**config.mk**
```make
export PLATFORM = sky130hd
export DESIGN_NAME = serial_input_expander_reader_unit
export DESIGN_NICKNAME = d
export VERILOG_FILES = /design/src/design/sier_pkg.sv /design/src/design/serial_input_expander_reader_unit.sv
export SDC_FILE = /design/constraint.sdc
export NUM_CORES = 1
export LEC_CHECK = 0
export BUFFER_PORTS_ARGS = -buffer_cell sky130_fd_sc_hd__buf_2
export CAP_MARGIN = 20
export CORE_ASPECT_RATIO = 1.1
export CORE_MARGIN = 2
export CORE_UTILIZATION = 28
export CTS_BUF_LIST = sky130_fd_sc_hd__clkbuf_8
export DETAILED_ROUTE_END_ITERATION = 10
export PLACE_DENSITY = 0.48
export SETUP_SLACK_MARGIN = 0.1
export SYNTH_ARGS = -nofsm -noshare
export SYNTH_HDL_FRONTEND = slang
export SYNTH_SLANG_ARGS = --single-unit
```
**constraint.sdc**
```tcl
create_clock -name clk -period 12.7 [get_ports clk]
set_input_delay 2.54 -clock clk [delete_from_list [all_inputs] [get_ports clk]]
set_output_delay 2.54 -clock clk [all_outputs]
set_load 0.01 [all_outputs]
```
**src/design/sier_pkg.sv**
```systemverilog
// Package for the serial input expander reader.
// Holds the sequencer phase type, operation and status codes, register indexes and widths.
// No dependencies.
package sier_pkg;

  localparam int MAX_CHIPS   = 8;
  localparam int CHIP_W      = 4;
  localparam int TICK_W      = 8;
  localparam int BITNUM_W    = 8;
  localparam int REQ_W       = 4;
  localparam int WORD_W      = 64;
  localparam int BIT_CNT_W   = $clog2(WORD_W);
  localparam int TOTAL_W     = BIT_CNT_W + 1;
  localparam int CFG_IDX_W   = 1;
  localparam int CFG_DATA_W  = 8;
  localparam int BITS_PER_CHIP = 8;

  typedef enum logic [2:0] {
    PH_IDLE      = 3'd0,
    PH_LOAD_HIGH = 3'd1,
    PH_LOAD_LOW  = 3'd2,
    PH_CLK_LOW   = 3'd3,
    PH_CLK_HIGH  = 3'd4
  } phase_t;

  typedef enum logic [1:0] {
    OP_TICK     = 2'd0,
    OP_READ_ALL = 2'd1,
    OP_READ_BIT = 2'd2,
    OP_SPARE    = 2'd3
  } op_t;

  typedef enum logic [1:0] {
    ST_OK           = 2'd0,
    ST_LEN_MISMATCH = 2'd1,
    ST_BIT_RANGE    = 2'd2
  } status_t;

  localparam logic [CFG_IDX_W-1:0] CFG_CHIP_COUNT = 1'd0;
  localparam logic [CFG_IDX_W-1:0] CFG_TICKS      = 1'd1;

  // Sample k lands in word bit k XOR 7: first sample of a chip in its high bit.
  localparam logic [BIT_CNT_W-1:0] BIT_SWAP = BIT_CNT_W'(BITS_PER_CHIP - 1);

endpackage

```
**src/design/serial_input_expander_reader_unit.sv**
```systemverilog
// Top level of the serial input expander reader: pin sequencer for a cascade of
// parallel-in serial-out shift register chips, with its result register.
// Depends on sier_pkg.
//
// Usage: every input beat is one timing tick of the sequencer and produces exactly
// one result beat carrying the load and clock pin levels, busy and done flags, the
// collected data word, the sampled bit and a status code.
// A read-all (operation 1) or single-bit read (operation 2) starts from idle; it
// pulses load high then low and then, for each bit, samples serial_in and drives
// the clock low then high, each level held for ticks_per_phase ticks.
// The result beat of each accepted input beat is registered and appears in the cycle after it.
// Throughput: one beat per cycle unless stalled; the whole tick update is a single
// pass of logic between the sequencer state registers and the result register.
// Configuration: cfg_index 0 is chip_count, 1 is ticks_per_phase; the port is
// always ready and is meant to be written while no read is running.
// Reset: synchronous, active high; clears the sequencer to idle, both pin levels
// low, chip_count and ticks_per_phase to one, and empties the result register.
// Stall: while a result beat waits under result_stall, item_stall is raised and
// no new tick is taken; the pending result holds steady.
module serial_input_expander_reader_unit
  import sier_pkg::*;
(
  input  logic                  clk,
  input  logic                  rst,
  input  logic                  cfg_valid,
  output logic                  cfg_ready,
  input  logic [CFG_IDX_W-1:0]  cfg_index,
  input  logic [CFG_DATA_W-1:0] cfg_data,
  input  logic                  item_valid,
  output logic                  item_stall,
  input  logic [1:0]            operation,
  input  logic [REQ_W-1:0]      requested_length,
  input  logic [BITNUM_W-1:0]   bit_number,
  input  logic                  serial_in,
  output logic                  result_valid,
  input  logic                  result_stall,
  output logic                  load_pin,
  output logic                  clock_pin,
  output logic                  busy_res,
  output logic                  done_res,
  output logic [WORD_W-1:0]     data_word,
  output logic                  sampled_bit,
  output logic [1:0]            status
);

  logic [CHIP_W-1:0]    chip_count;
  logic [TICK_W-1:0]    ticks_per_phase;

  phase_t               phase, phase_next;
  logic [TICK_W-1:0]    phase_timer, phase_timer_next;
  logic [BIT_CNT_W-1:0] bits_done, bits_done_next;
  logic [WORD_W-1:0]    received_word, received_word_next;
  logic                 read_mode, read_mode_next;
  logic [BIT_CNT_W-1:0] target_position, target_position_next;
  logic                 load_level, load_level_next;
  logic                 clock_level, clock_level_next;

  logic                 item_take;
  logic [CHIP_W-1:0]    eff_chips;
  logic [TOTAL_W-1:0]   total_bits;
  logic [TICK_W-1:0]    hold_ticks;
  logic                 done_next;
  status_t              status_next;
  logic [WORD_W-1:0]    word_next;
  logic                 bstate_next;
  op_t                  op;

  assign cfg_ready  = 1'b1;
  assign item_stall = result_valid & result_stall;
  assign item_take  = item_valid & ~item_stall;
  assign op         = op_t'(operation);

  always_ff @(posedge clk) begin
    if (rst) begin
      chip_count      <= CHIP_W'(1);
      ticks_per_phase <= TICK_W'(1);
    end else if (cfg_valid && cfg_ready) begin
      if (cfg_index == CFG_CHIP_COUNT) begin
        chip_count <= cfg_data[CHIP_W-1:0];
      end else if (cfg_index == CFG_TICKS) begin
        ticks_per_phase <= cfg_data[TICK_W-1:0];
      end
    end
  end

  // Zero chips counts as one, anything beyond the cascade limit as the limit.
  always_comb begin
    if (chip_count == '0) begin
      eff_chips = CHIP_W'(1);
    end else if (chip_count > CHIP_W'(MAX_CHIPS)) begin
      eff_chips = CHIP_W'(MAX_CHIPS);
    end else begin
      eff_chips = chip_count;
    end
  end

  assign total_bits = TOTAL_W'({eff_chips, 3'b000});
  assign hold_ticks = (ticks_per_phase == '0) ? '0 : ticks_per_phase - TICK_W'(1);

  always_comb begin
    logic                 sample;
    logic                 finish;
    logic [BIT_CNT_W-1:0] sample_idx;
    logic [BIT_CNT_W-1:0] bits_inc;

    phase_next           = phase;
    phase_timer_next     = phase_timer;
    bits_done_next       = bits_done;
    received_word_next   = received_word;
    read_mode_next       = read_mode;
    target_position_next = target_position;
    load_level_next      = load_level;
    clock_level_next     = clock_level;
    done_next            = 1'b0;
    status_next          = ST_OK;
    word_next            = '0;
    bstate_next          = 1'b0;
    sample               = 1'b0;
    finish               = 1'b0;
    bits_inc             = bits_done + BIT_CNT_W'(1);
    sample_idx           = bits_done;

    if (phase == PH_IDLE) begin
      if (op == OP_READ_ALL && requested_length != eff_chips) begin
        done_next   = 1'b1;
        status_next = ST_LEN_MISMATCH;
      end else if (op == OP_READ_BIT && bit_number >= BITNUM_W'(total_bits)) begin
        done_next   = 1'b1;
        status_next = ST_BIT_RANGE;
      end else if (op == OP_READ_ALL || op == OP_READ_BIT) begin
        read_mode_next       = (op == OP_READ_BIT);
        target_position_next = bit_number[BIT_CNT_W-1:0] ^ BIT_SWAP;
        received_word_next   = '0;
        bits_done_next       = '0;
        load_level_next      = 1'b1;
        phase_next           = PH_LOAD_HIGH;
        phase_timer_next     = hold_ticks;
      end
    end else if (phase_timer != '0) begin
      phase_timer_next = phase_timer - TICK_W'(1);
    end else begin
      unique case (phase)
        PH_LOAD_HIGH: begin
          load_level_next  = 1'b0;
          phase_next       = PH_LOAD_LOW;
          phase_timer_next = hold_ticks;
        end
        PH_LOAD_LOW: begin
          sample = 1'b1;
        end
        PH_CLK_LOW: begin
          clock_level_next = 1'b1;
          phase_next       = PH_CLK_HIGH;
          phase_timer_next = hold_ticks;
        end
        default: begin
          if (!read_mode && ({1'b0, bits_done} + TOTAL_W'(1)) >= total_bits) begin
            finish    = 1'b1;
            word_next = received_word;
          end else begin
            bits_done_next = bits_inc;
            sample_idx     = bits_inc;
            sample         = 1'b1;
          end
        end
      endcase

      if (sample) begin
        if (read_mode && sample_idx == target_position) begin
          finish      = 1'b1;
          bstate_next = serial_in;
        end else begin
          if (!read_mode) begin
            received_word_next = received_word |
                                 (WORD_W'(serial_in) << (sample_idx ^ BIT_SWAP));
          end
          clock_level_next = 1'b0;
          phase_next       = PH_CLK_LOW;
          phase_timer_next = hold_ticks;
        end
      end

      if (finish) begin
        done_next        = 1'b1;
        phase_next       = PH_IDLE;
        phase_timer_next = '0;
      end
    end
  end

  always_ff @(posedge clk) begin
    if (rst) begin
      phase           <= PH_IDLE;
      phase_timer     <= '0;
      bits_done       <= '0;
      received_word   <= '0;
      read_mode       <= 1'b0;
      target_position <= '0;
      load_level      <= 1'b0;
      clock_level     <= 1'b0;
    end else if (item_take) begin
      phase           <= phase_next;
      phase_timer     <= phase_timer_next;
      bits_done       <= bits_done_next;
      received_word   <= received_word_next;
      read_mode       <= read_mode_next;
      target_position <= target_position_next;
      load_level      <= load_level_next;
      clock_level     <= clock_level_next;
    end
  end

  // Result register: a waiting beat holds while the receiver stalls.
  always_ff @(posedge clk) begin
    if (rst) begin
      result_valid <= 1'b0;
    end else if (item_take) begin
      result_valid <= 1'b1;
    end else if (!result_stall) begin
      result_valid <= 1'b0;
    end
  end

  always_ff @(posedge clk) begin
    if (item_take) begin
      load_pin    <= load_level_next;
      clock_pin   <= clock_level_next;
      busy_res    <= (phase_next != PH_IDLE);
      done_res    <= done_next;
      data_word   <= word_next;
      sampled_bit <= bstate_next;
      status      <= status_next;
    end
  end

  a_done_not_busy: assert property (@(posedge clk) disable iff (rst)
    result_valid |-> !(done_res && busy_res))
    else $error("result beat is both done and busy");

  a_status_only_on_done: assert property (@(posedge clk) disable iff (rst)
    (result_valid && status != ST_OK) |-> done_res)
    else $error("error status outside a done beat");

  a_payload_only_on_done: assert property (@(posedge clk) disable iff (rst)
    (result_valid && (data_word != '0 || sampled_bit)) |-> done_res)
    else $error("data or sampled bit outside a done beat");

  a_busy_tracks_phase: assert property (@(posedge clk) disable iff (rst)
    item_take |=> (busy_res == (phase != PH_IDLE)))
    else $error("busy flag disagrees with sequencer phase");

  a_result_drains: assert property (@(posedge clk) disable iff (rst)
    (result_valid && !result_stall && !item_valid) |=> !result_valid)
    else $error("result beat repeated after it was taken");

endmodule
```
# After elaboration in Yosys (flattened, before gate mapping)
# Index checks and enable logic that the tools add are counted.
[op_classes]
addsub = 4
n_bitwise = 13
n_reduce_logical = 23
n_mux = 67
magnitude_cmp = 3
eq_ne = 14
shift = 1
[op_table]
columns = ["op", "count"]
rows = [
  ["$mux W64", 8],
  ["$mux W8", 10],
  ["$or A64 B64 Y64", 1],
  ["$shl A1 B6 Y64", 1],
  ["$mux W6", 8],
  ["$mux W1", 28],
  ["$mux W3", 8],
  ["$sub A8 B1 Y8 const B", 2],
  ["$reduce_and A5 Y1", 2],
  ["$ge A8 B7 Y1", 1],
  ["$logic_not A8 Y1", 1],
  ["$mux W4", 2],
  ["$ne A2 B2 Y1 const B", 4],
  ["$not A1 Y1", 8],
  ["$reduce_and A8 Y1", 1],
  ["$reduce_bool A8 Y1", 1],
  ["$add A6 B1 Y7 const B", 1],
  ["$ge A7 B7 Y1", 1],
  ["$add A6 B1 Y6 const B", 1],
  ["$eq A3 B2 Y1 const B", 2],
  ["$eq A6 B6 Y1", 1],
  ["$ne A2 B1 Y1 const B", 3],
  ["$not A3 Y3", 2],
  ["$pmux W3 S2", 1],
  ["other kinds (21)", 27],
]
[word_totals]
output_inout_bits = 74
inputBits = 29
ff_bits = 174
word_cells = 144

# Logic depth before layout (Yosys ltp)
# Gate-level depths: netlist (run 1).
[depth]
ltp_word = 19
mapped_depth = 16

# Least setup slack after synthesis (run 1)
# Ideal clock, no wire load.
[synth_timing]
path_kind = "input to register"
start = "in result_stall"
end = "reg phase_timer[3]"
required_ns = 12.625
n_path_buf = 1
path_slack_ns = 6.434
path_stages = 7
arrival_ns = 6.191
cell_sequence = "nand2_1 > nand2_1 > inv_1 > clkbuf_1 > o21ai_0 > or3_1 > o22ai_1"
[synth_between]
elab_chain_len = 4
[synth_rtl]
columns = ["item", "line", "text"]
rows = [
  ["start: declaration", "serial_input_expander_reader_unit.sv:36", "input logic result_stall,"],
  ["$and A1 B1 Y1", "serial_input_expander_reader_unit.sv:69", "assign item_stall = result_valid & result_stall;"],
  ["$not A1 Y1", "serial_input_expander_reader_unit.sv:70", "assign item_take = item_valid & ~item_stall;"],
  ["$and A1 B1 Y1", "serial_input_expander_reader_unit.sv:70", ""],
  ["via item_take", "serial_input_expander_reader_unit.sv:58", "logic item_take;"],
  ["$reduce_and A4 Y1 (no source line)", "-", ""],
  ["end signal: assignment", "serial_input_expander_reader_unit.sv:203", "phase_timer <= phase_timer_next;"],
  ["end: declaration", "serial_input_expander_reader_unit.sv:50", "logic [TICK_W-1:0] phase_timer, phase_timer_next;"],
]
# The timed path passes the listed nets, and every way through them passes these cells.
# A chain may end at the register's enable or synchronous reset.

# Worst setup path after layout (run 1)
[layout_timing]
start = "in result_stall"
end = "out item_stall"
[layout_between]
elab_chain_len = 1
[layout_rtl]
columns = ["item", "line", "text"]
rows = [
  ["$and A1 B1 Y1", "serial_input_expander_reader_unit.sv:69", ""],
  ["end: declaration", "serial_input_expander_reader_unit.sv:30", "output logic item_stall,"],
]
# Every way passes these cells.

==> results of run 1 <==
==> final cells by class <==
class / count / area (um^2)
Fill cell: 2793 / 17500
Sequential cell: 174 / 4190
Multi-Input combinational cell: 522 / 3090
Timing Repair Buffer: 107 / 551
Tap cell: 352 / 440
Clock buffer: 17 / 234
Clock inverter: 15 / 175
Inverter: 18 / 68.8
==> through the flow <==
step / std cells / utilization / area, um^2 / power [W] / hold WS (ps)
after floorplan: 758 / - / 7530 / 0.000719 / 417
after global placement: 1173 / 0.317 / 8350 / 0.000765 / 426
after detailed placement: 1173 / 0.317 / 8350 / 0.000765 / 436
after CTS: 1205 / 0.333 / 8750 / 0.00115 / 452
after global routing: 1205 / 0.333 / 8750 / 0.00119 / 468
final: 1205 / 0.333 / 8750 / 0.00114 / 446
==> power groups by stage <==
stage / clock network [W] / registers (W) / logic [W]
after floorplan: 0 / 0.000627 / 0.0000916
after global placement: 0 / 0.000624 / 0.000141
after detailed placement: 0 / 0.000624 / 0.000140
after CTS: 0.000402 / 0.000611 / 0.000141
after global routing: 0.000422 / 0.000614 / 0.000156
final: 0.000388 / 0.000611 / 0.000139
==> how the worst max path moves through the flow <==
stage,from,cells past startpoint,slack [ps],end
2_1_floorplan,result_stall,7,6430,phase_timer[3]$_SDFFE_PP0P_
3_3_place_gp,result_stall,10,7250,bits_done[0]$_SDFFE_PP0P_
3_5_place_dp,bit_number[3],12,7170,bits_done[0]$_SDFFE_PP0P_
4_1_cts,result_stall,4,7270,item_stall
5_1_grt,result_stall,4,7230,item_stall
6_report,result_stall,4,7270,item_stall
==> flip-flops by register name, indices dropped and copies added, names as in the netlist, 2 cells and up <==
name and cells:
chip_count 4, status 2, bits_done 6, received_word 64, phase_timer 8, target_position 6
data_word 64, phase 3, ticks_per_phase 8
==> Yosys cell counts, types with 12 or more instances <==
cell / number
a21oi_1: 25
and2_1: 64
clkbuf_1: 35
dfxtp_1: 103
edfxtp_1: 71
ha_1: 15
inv_1: 18
nand2_1: 116
nand3_1: 12
nor2_1: 54
nor3_1: 19
o21ai_0: 43
o21ai_1: 36
xnor2_1: 13
xor2_1: 14
==> cell usage in the layout (no fill, tap or decap), types with 7 or more instances in the layout <==
| cell type | count |
|---|---|
| dfxtp_1 | 103 |
| ha_1 | 15 |
| xor2_1 | 14 |
| o21ai_0 | 43 |
| nand3_1 | 12 |
| mux2i_1 | 8 |
| xnor2_1 | 13 |
| nor2_1 | 54 |
| o21ai_1 | 36 |
| buf_2 | 101 |
| nand2_1 | 116 |
| nand2b_1 | 10 |
| nor3_1 | 18 |
| or3_1 | 7 |
| and2_1 | 64 |
| inv_1 | 17 |
| and3_1 | 8 |
| a21oi_1 | 25 |
| a31oi_1 | 9 |
| clkbuf_8 | 17 |
| edfxtp_1 | 71 |
==> routing by layer <==
metal / routed length [um] / GRT usage / share of wire / vias up
met2: 7840 / 0.196 / 0.45 / 117
met3: 681 / 0.0277 / 0.040 / 10
li1: - / - / - / 2793
met4: 150 / 0.0349 / 0.0087 / 0
met5: 0 / 0 / 0 / -
met1: 8560 / 0.168 / 0.50 / 2547
==> cell families after synthesis <==
group | synth area share
compound gates | 0.116
fa+ha+maj | 0.0249
mux | 0.0136
other cells | 0.000498
simple gates | 0.216
xor+xnor | 0.0367
buf+inv | 0.0351
flops | 0.557
==> tightest hold or removal path, delay by kind of cell (launching register included) <==
kind            cells  cell delay [ps]
simple gates        1               40
compound gates      1               50
flops               1              320
==> flow_summary.json, run 1 <==
{
  "die_h_um": 176,
  "yosys.area.top_type_share": 0.283,
  "crit_top_cell": "buf_2",
  "overflow": 0,
  "hold_path.class": "flop to flop",
  "setup_viol": 0,
  "swShare": 0.300,
  "cts.clk_slew.worst_paths_ps": 100,
  "power_frac_clock": 0.341,
  "maxSlewHeadroom": 0.299,
  "syn_area_per_cell_um2": 9.93,
  "route.detailed.drc": 0,
  "htree_levels": 4,
  "r2r-end": "received_word[56]$_SDFFE_PP0P_",
  "crit_family": "buffers and inverters",
  "worst_r2r_path_depth": 13,
  "core-area_um2": 26300,
  "final_antenna_net_count": 0,
  "max_freq_mhz": 184,
  "num_vias": 5467,
  "synthCells": 758,
  "synth_area_leaders": "edfxtp_1, dfxtp_1, nand2_1",
  "maxSlewViolCount": 0,
  "period_share": 0.428,
  "period_needed_ps": 5430,
  "clk_latency_ps": 460,
  "r2r_setup_slack_ps": 7880,
  "cts_made_buffers": 17,
  "die-area_um2": 28200,
  "gp_congestion": 0.770,
  "grt_pass1_wl_um": 27600,
  "peakVddDrop_uv": 54.8,
  "cts_root_buf": "clkbuf_8",
  "clock_sinks": 174,
  "p_leak_nw": 3.39,
  "port_buffers": 101,
  "grt_max_degree": 82,
  "dp_slack_ps": 7170,
  "critPathCaptureType": "output pin",
  "max_stage_delay_ps": 130,
  "arrival_ps": 2890,
  "cp_max_fo": 2,
  "powerDensity_nw_per_um2": 130,
  "ios": 103,
  "clock_path_buffers": 2,
  "path_buf_inv": 3,
  "seqPwrFrac": 0.537,
  "dp_hpwl_um": 11700,
  "r2r_start": "bits_done[0]$_SDFFE_PP0P_",
  "holdPathEnd": "received_word[37]$_SDFFE_PP0P_",
  "holdCritStartpoint": "received_word[37]$_SDFFE_PP0P_",
  "worst_slack_ps": 7270,
  "rows": 62,
  "drt-initial-drc-count": 269,
  "final_nets": 884,
  "synth_edf_count": 71,
  "antenna_found_initial": 0,
  "async_flop_share": 0,
  "synth.distinct_cells": 66,
  "setup_tns_ps": 0,
  "track_usage": 0.123,
  "status": "finished clean",
  "yosysTopAreaCell": "edfxtp_1",
  "ctsHoldBuffers": 0,
  "p_int_w": 0.000797,
  "worstMarginPinSlew_ps": 1050,
  "slowest_stage": "buf_2",
  "finClkSkew_ps": 20.4,
  "cts_resized": 0,
  "post_cts_buffers": 0,
  "diodes": 0,
  "grt_pass1_vias": 5080,
  "cp.required_ps": 10160,
  "netlist_area_um2": 7530,
  "wl_per_cell_um": 14.3,
  "path_class": "input port to output pin",
  "ys_seq_elements": 174,
  "die_w_um": 160,
  "cts_tree": "done",
  "vias_per_cell": 4.54,
  "drv_cap": 0,
  "wirelength_um": 17200,
  "drive_above_1_share": 0.193,
  "yosysWarnings": 0,
  "syn_to_final_growth_pct": 16.3,
  "p_comb_frac": 0.122,
  "syn-num-nets": 802,
  "ys_seq_area_frac": 0.557,
  "rsz0062_at_grt": "no",
  "ys.flop_type": "dfxtp_1",
  "critPathLaunchType": "input port",
  "first_pass_iters": 4,
  "hold_viol": 0,
  "hold_depth": 2,
  "crit_path_cell_trace": "buf_2 -> nand2_1 -> inv_1 -> buf_2",
  "start_util": 0.286,
  "p_sw_w": 0.000341
}
(Power assumes the default switching activity.)
==> run 2, diff against run 1 <==
--- a/config.mk
+++ b/config.mk
@@ -12,7 +12,7 @@
 export CORE_UTILIZATION = 28
 export CTS_BUF_LIST = sky130_fd_sc_hd__clkbuf_8
 export DETAILED_ROUTE_END_ITERATION = 10
-export PLACE_DENSITY = 0.48
+export PLACE_DENSITY = 0.49
 export SETUP_SLACK_MARGIN = 0.1
 export SYNTH_ARGS = -nofsm -noshare
 export SYNTH_HDL_FRONTEND = slang
==> constraint.sdc (replaced) <==
create_clock -name clk -period 4.5 [get_ports clk]
set_input_delay 0.9 -clock clk [delete_from_list [all_inputs] [get_ports clk]]
set_output_delay 0.9 -clock clk [all_outputs]
set_load 0.01 [all_outputs]
==> flow_summary.json, run 2 (synthesis results as in run 1) <==
{
  "top_regs": "data_word x64, received_word x64",
  "max_stage_delay_ps": 550,
  "rsz0062_at_grt": "no",
  "grt_max_degree": 64,
  "antenna_found_initial": 0,
  "gp_congestion": 0.811,
  "max_freq_mhz": 253,
  "die-area_um2": 28200,
  "r2r_setup_slack_ps": 540,
  "clock_sinks": 174,
  "finClkSkew_ps": 18.9,
  "cp_max_fo": 11,
  "critPathCaptureType": "flop",
  "grt_pass1_wl_um": 28300,
  "cts_tree": "done",
  "period_share": 0.880,
  "powerDensity_nw_per_um2": 365,
  "route.detailed.drc": 0,
  "r2r-end": "clock_pin$_DFFE_PP_",
  "worst_r2r_path_depth": 14,
  "p_leak_nw": 3.42,
  "worstMarginPinSlew_ps": 816,
  "drive_above_1_share": 0.197,
  "path_class": "flop to flop",
  "clk_latency_ps": 460,
  "status": "finished clean",
  "maxSlewHeadroom": 0.456,
  "htree_levels": 4,
  "wl_per_cell_um": 14.5,
  "port_buffers": 101,
  "track_usage": 0.127,
  "hold_viol": 0,
  "num_vias": 5422,
  "final_nets": 892,
  "crit_start": "bits_done[0]$_SDFFE_PP0P_",
  "die_h_um": 176,
  "drt-initial-drc-count": 311,
  "final_common_cell": "nand2_1",
  "cts_made_buffers": 17,
  "final_core_util": 0.335,
  "drv_cap": 0,
  "first_pass_iters": 4,
  "setup_viol": 0,
  "post_cts_buffers": 0,
  "vias_per_cell": 4.47,
  "arrival_ps": 4170,
  "cp.required_ps": 4710,
  "die_w_um": 160,
  "core-area_um2": 26300,
  "dp_hpwl_um": 12300,
  "diodes": 0,
  "peakVddDrop_uv": 159,
  "critPathLaunchType": "flop",
  "crit_path_cell_trace": "ha_1 -> and3_1 -> and3_1 -> ha_1 -> nand2_1 -> o41ai_1 -> nor3_4 -> nand2_1 -> xor3_1 -> o2111ai_2 -> nor2b_2 -> buf_4 -> nand3_1 -> o2bb2ai_1",
  "slowest_stage": "o41ai_1",
  "setup_tns_ps": 0,
  "wirelength_um": 17600,
  "maxSlewViolCount": 0,
  "endpoint": "clock_pin$_DFFE_PP_",
  "holdCritStartpoint": "received_word[40]$_SDFFE_PP0P_",
  "grt_pass1_vias": 5256,
  "cts_root_buf": "clkbuf_8",
  "cts.clk_slew.worst_paths_ps": 100,
  "syn_to_final_growth_pct": 17.1,
  "ios": 103,
  "nFillCells": 2722,
  "final_cell_mix": "nand2_1, dfxtp_1, buf_2, edfxtp_1, and2_1",
  "overflow": 0,
  "ctsHoldBuffers": 0,
  "hold_path.class": "flop to flop",
  "period_needed_ps": 3960,
  "final_antenna_net_count": 0,
  "rows": 62,
  "start_util": 0.286,
  "r2r_start": "bits_done[0]$_SDFFE_PP0P_",
  "clock_path_buffers": 2
}
## run 2: cell types whose count changed in the layout (fill, tap and decap cells not counted), sizes merged
cell    delta
buf        +8
inv        +3
clkinv     -4
bufinv     +1
## run 2: timing repair
item,in CTS,in global routing
gates resized for setup,0,3
setup endpoints to repair,0,32
endpoints found under the hold margin,0,0
## run 2: stage by stage
stage	area (um^2)	cells	hold slack, ps	total power (W)	setup slack, ps
6_report	8820	1213	448	0.00322	540
5_1_grt	8820	1213	469	0.00337	167
4_1_cts	8800	1213	451	0.00327	245
3_5_place_dp	8410	1181	434	0.00217	285
3_3_place_gp	8410	1181	425	0.00217	444
2_1_floorplan	7530	758	417	0.00203	921
## run 2: cell type report
| cell class | instances | area [um^2] | area share |
|---|---|---|---|
| clock buffers | 17 | 234 | 0.0265 |
| inverters | 18 | 68.8 | 0.00780 |
| clock inverters | 15 | 154 | 0.0174 |
| flip-flops and latches | 174 | 4190 | 0.475 |
| repair buffers | 115 | 623 | 0.0706 |
| multi-input cells | 522 | 3110 | 0.352 |
| well taps | 352 | 440 | 0.0499 |
## run 2: worst min path at each step
stage	endpoint	slack, ps	cells after the start
5_1_grt	received_word[40]$_SDFFE_PP0P_	470	2
2_1_floorplan	received_word[0]$_SDFFE_PP0P_	420	2
3_3_place_gp	received_word[3]$_SDFFE_PP0P_	430	2
6_report	received_word[40]$_SDFFE_PP0P_	450	2
3_5_place_dp	received_word[3]$_SDFFE_PP0P_	430	2
4_1_cts	received_word[11]$_SDFFE_PP0P_	450	2
## run 2: power breakdown
group / internal, W / leakage [nW] / switching, W / total (W)
clock network: 0.000458 / 0.198 / 0.000632 / 0.00109
logic: 0.000142 / 1.67 / 0.000262 / 0.000404
registers: 0.00169 / 1.55 / 0.0000334 / 0.00172
total: 0.00229 / 3.42 / 0.000927 / 0.00322
## run 2: metal layers
| layer | share of wire | global-route usage |
|---|---|---|
| met1 | 0.49 | 0.173 |
| met2 | 0.45 | 0.201 |
| met3 | 0.041 | 0.0280 |
| met4 | 0.014 | 0.0409 |
| met5 | 0 | 0 |
## run 2: critical path: cells and delay by family (launching register included)
kind / cells / cell delay [ps]
simple gates: 7 / 1400
compound gates: 3 / 810
fa+ha+maj: 2 / 580
flops: 1 / 440
xor+xnor: 1 / 260
buf+inv: 1 / 210
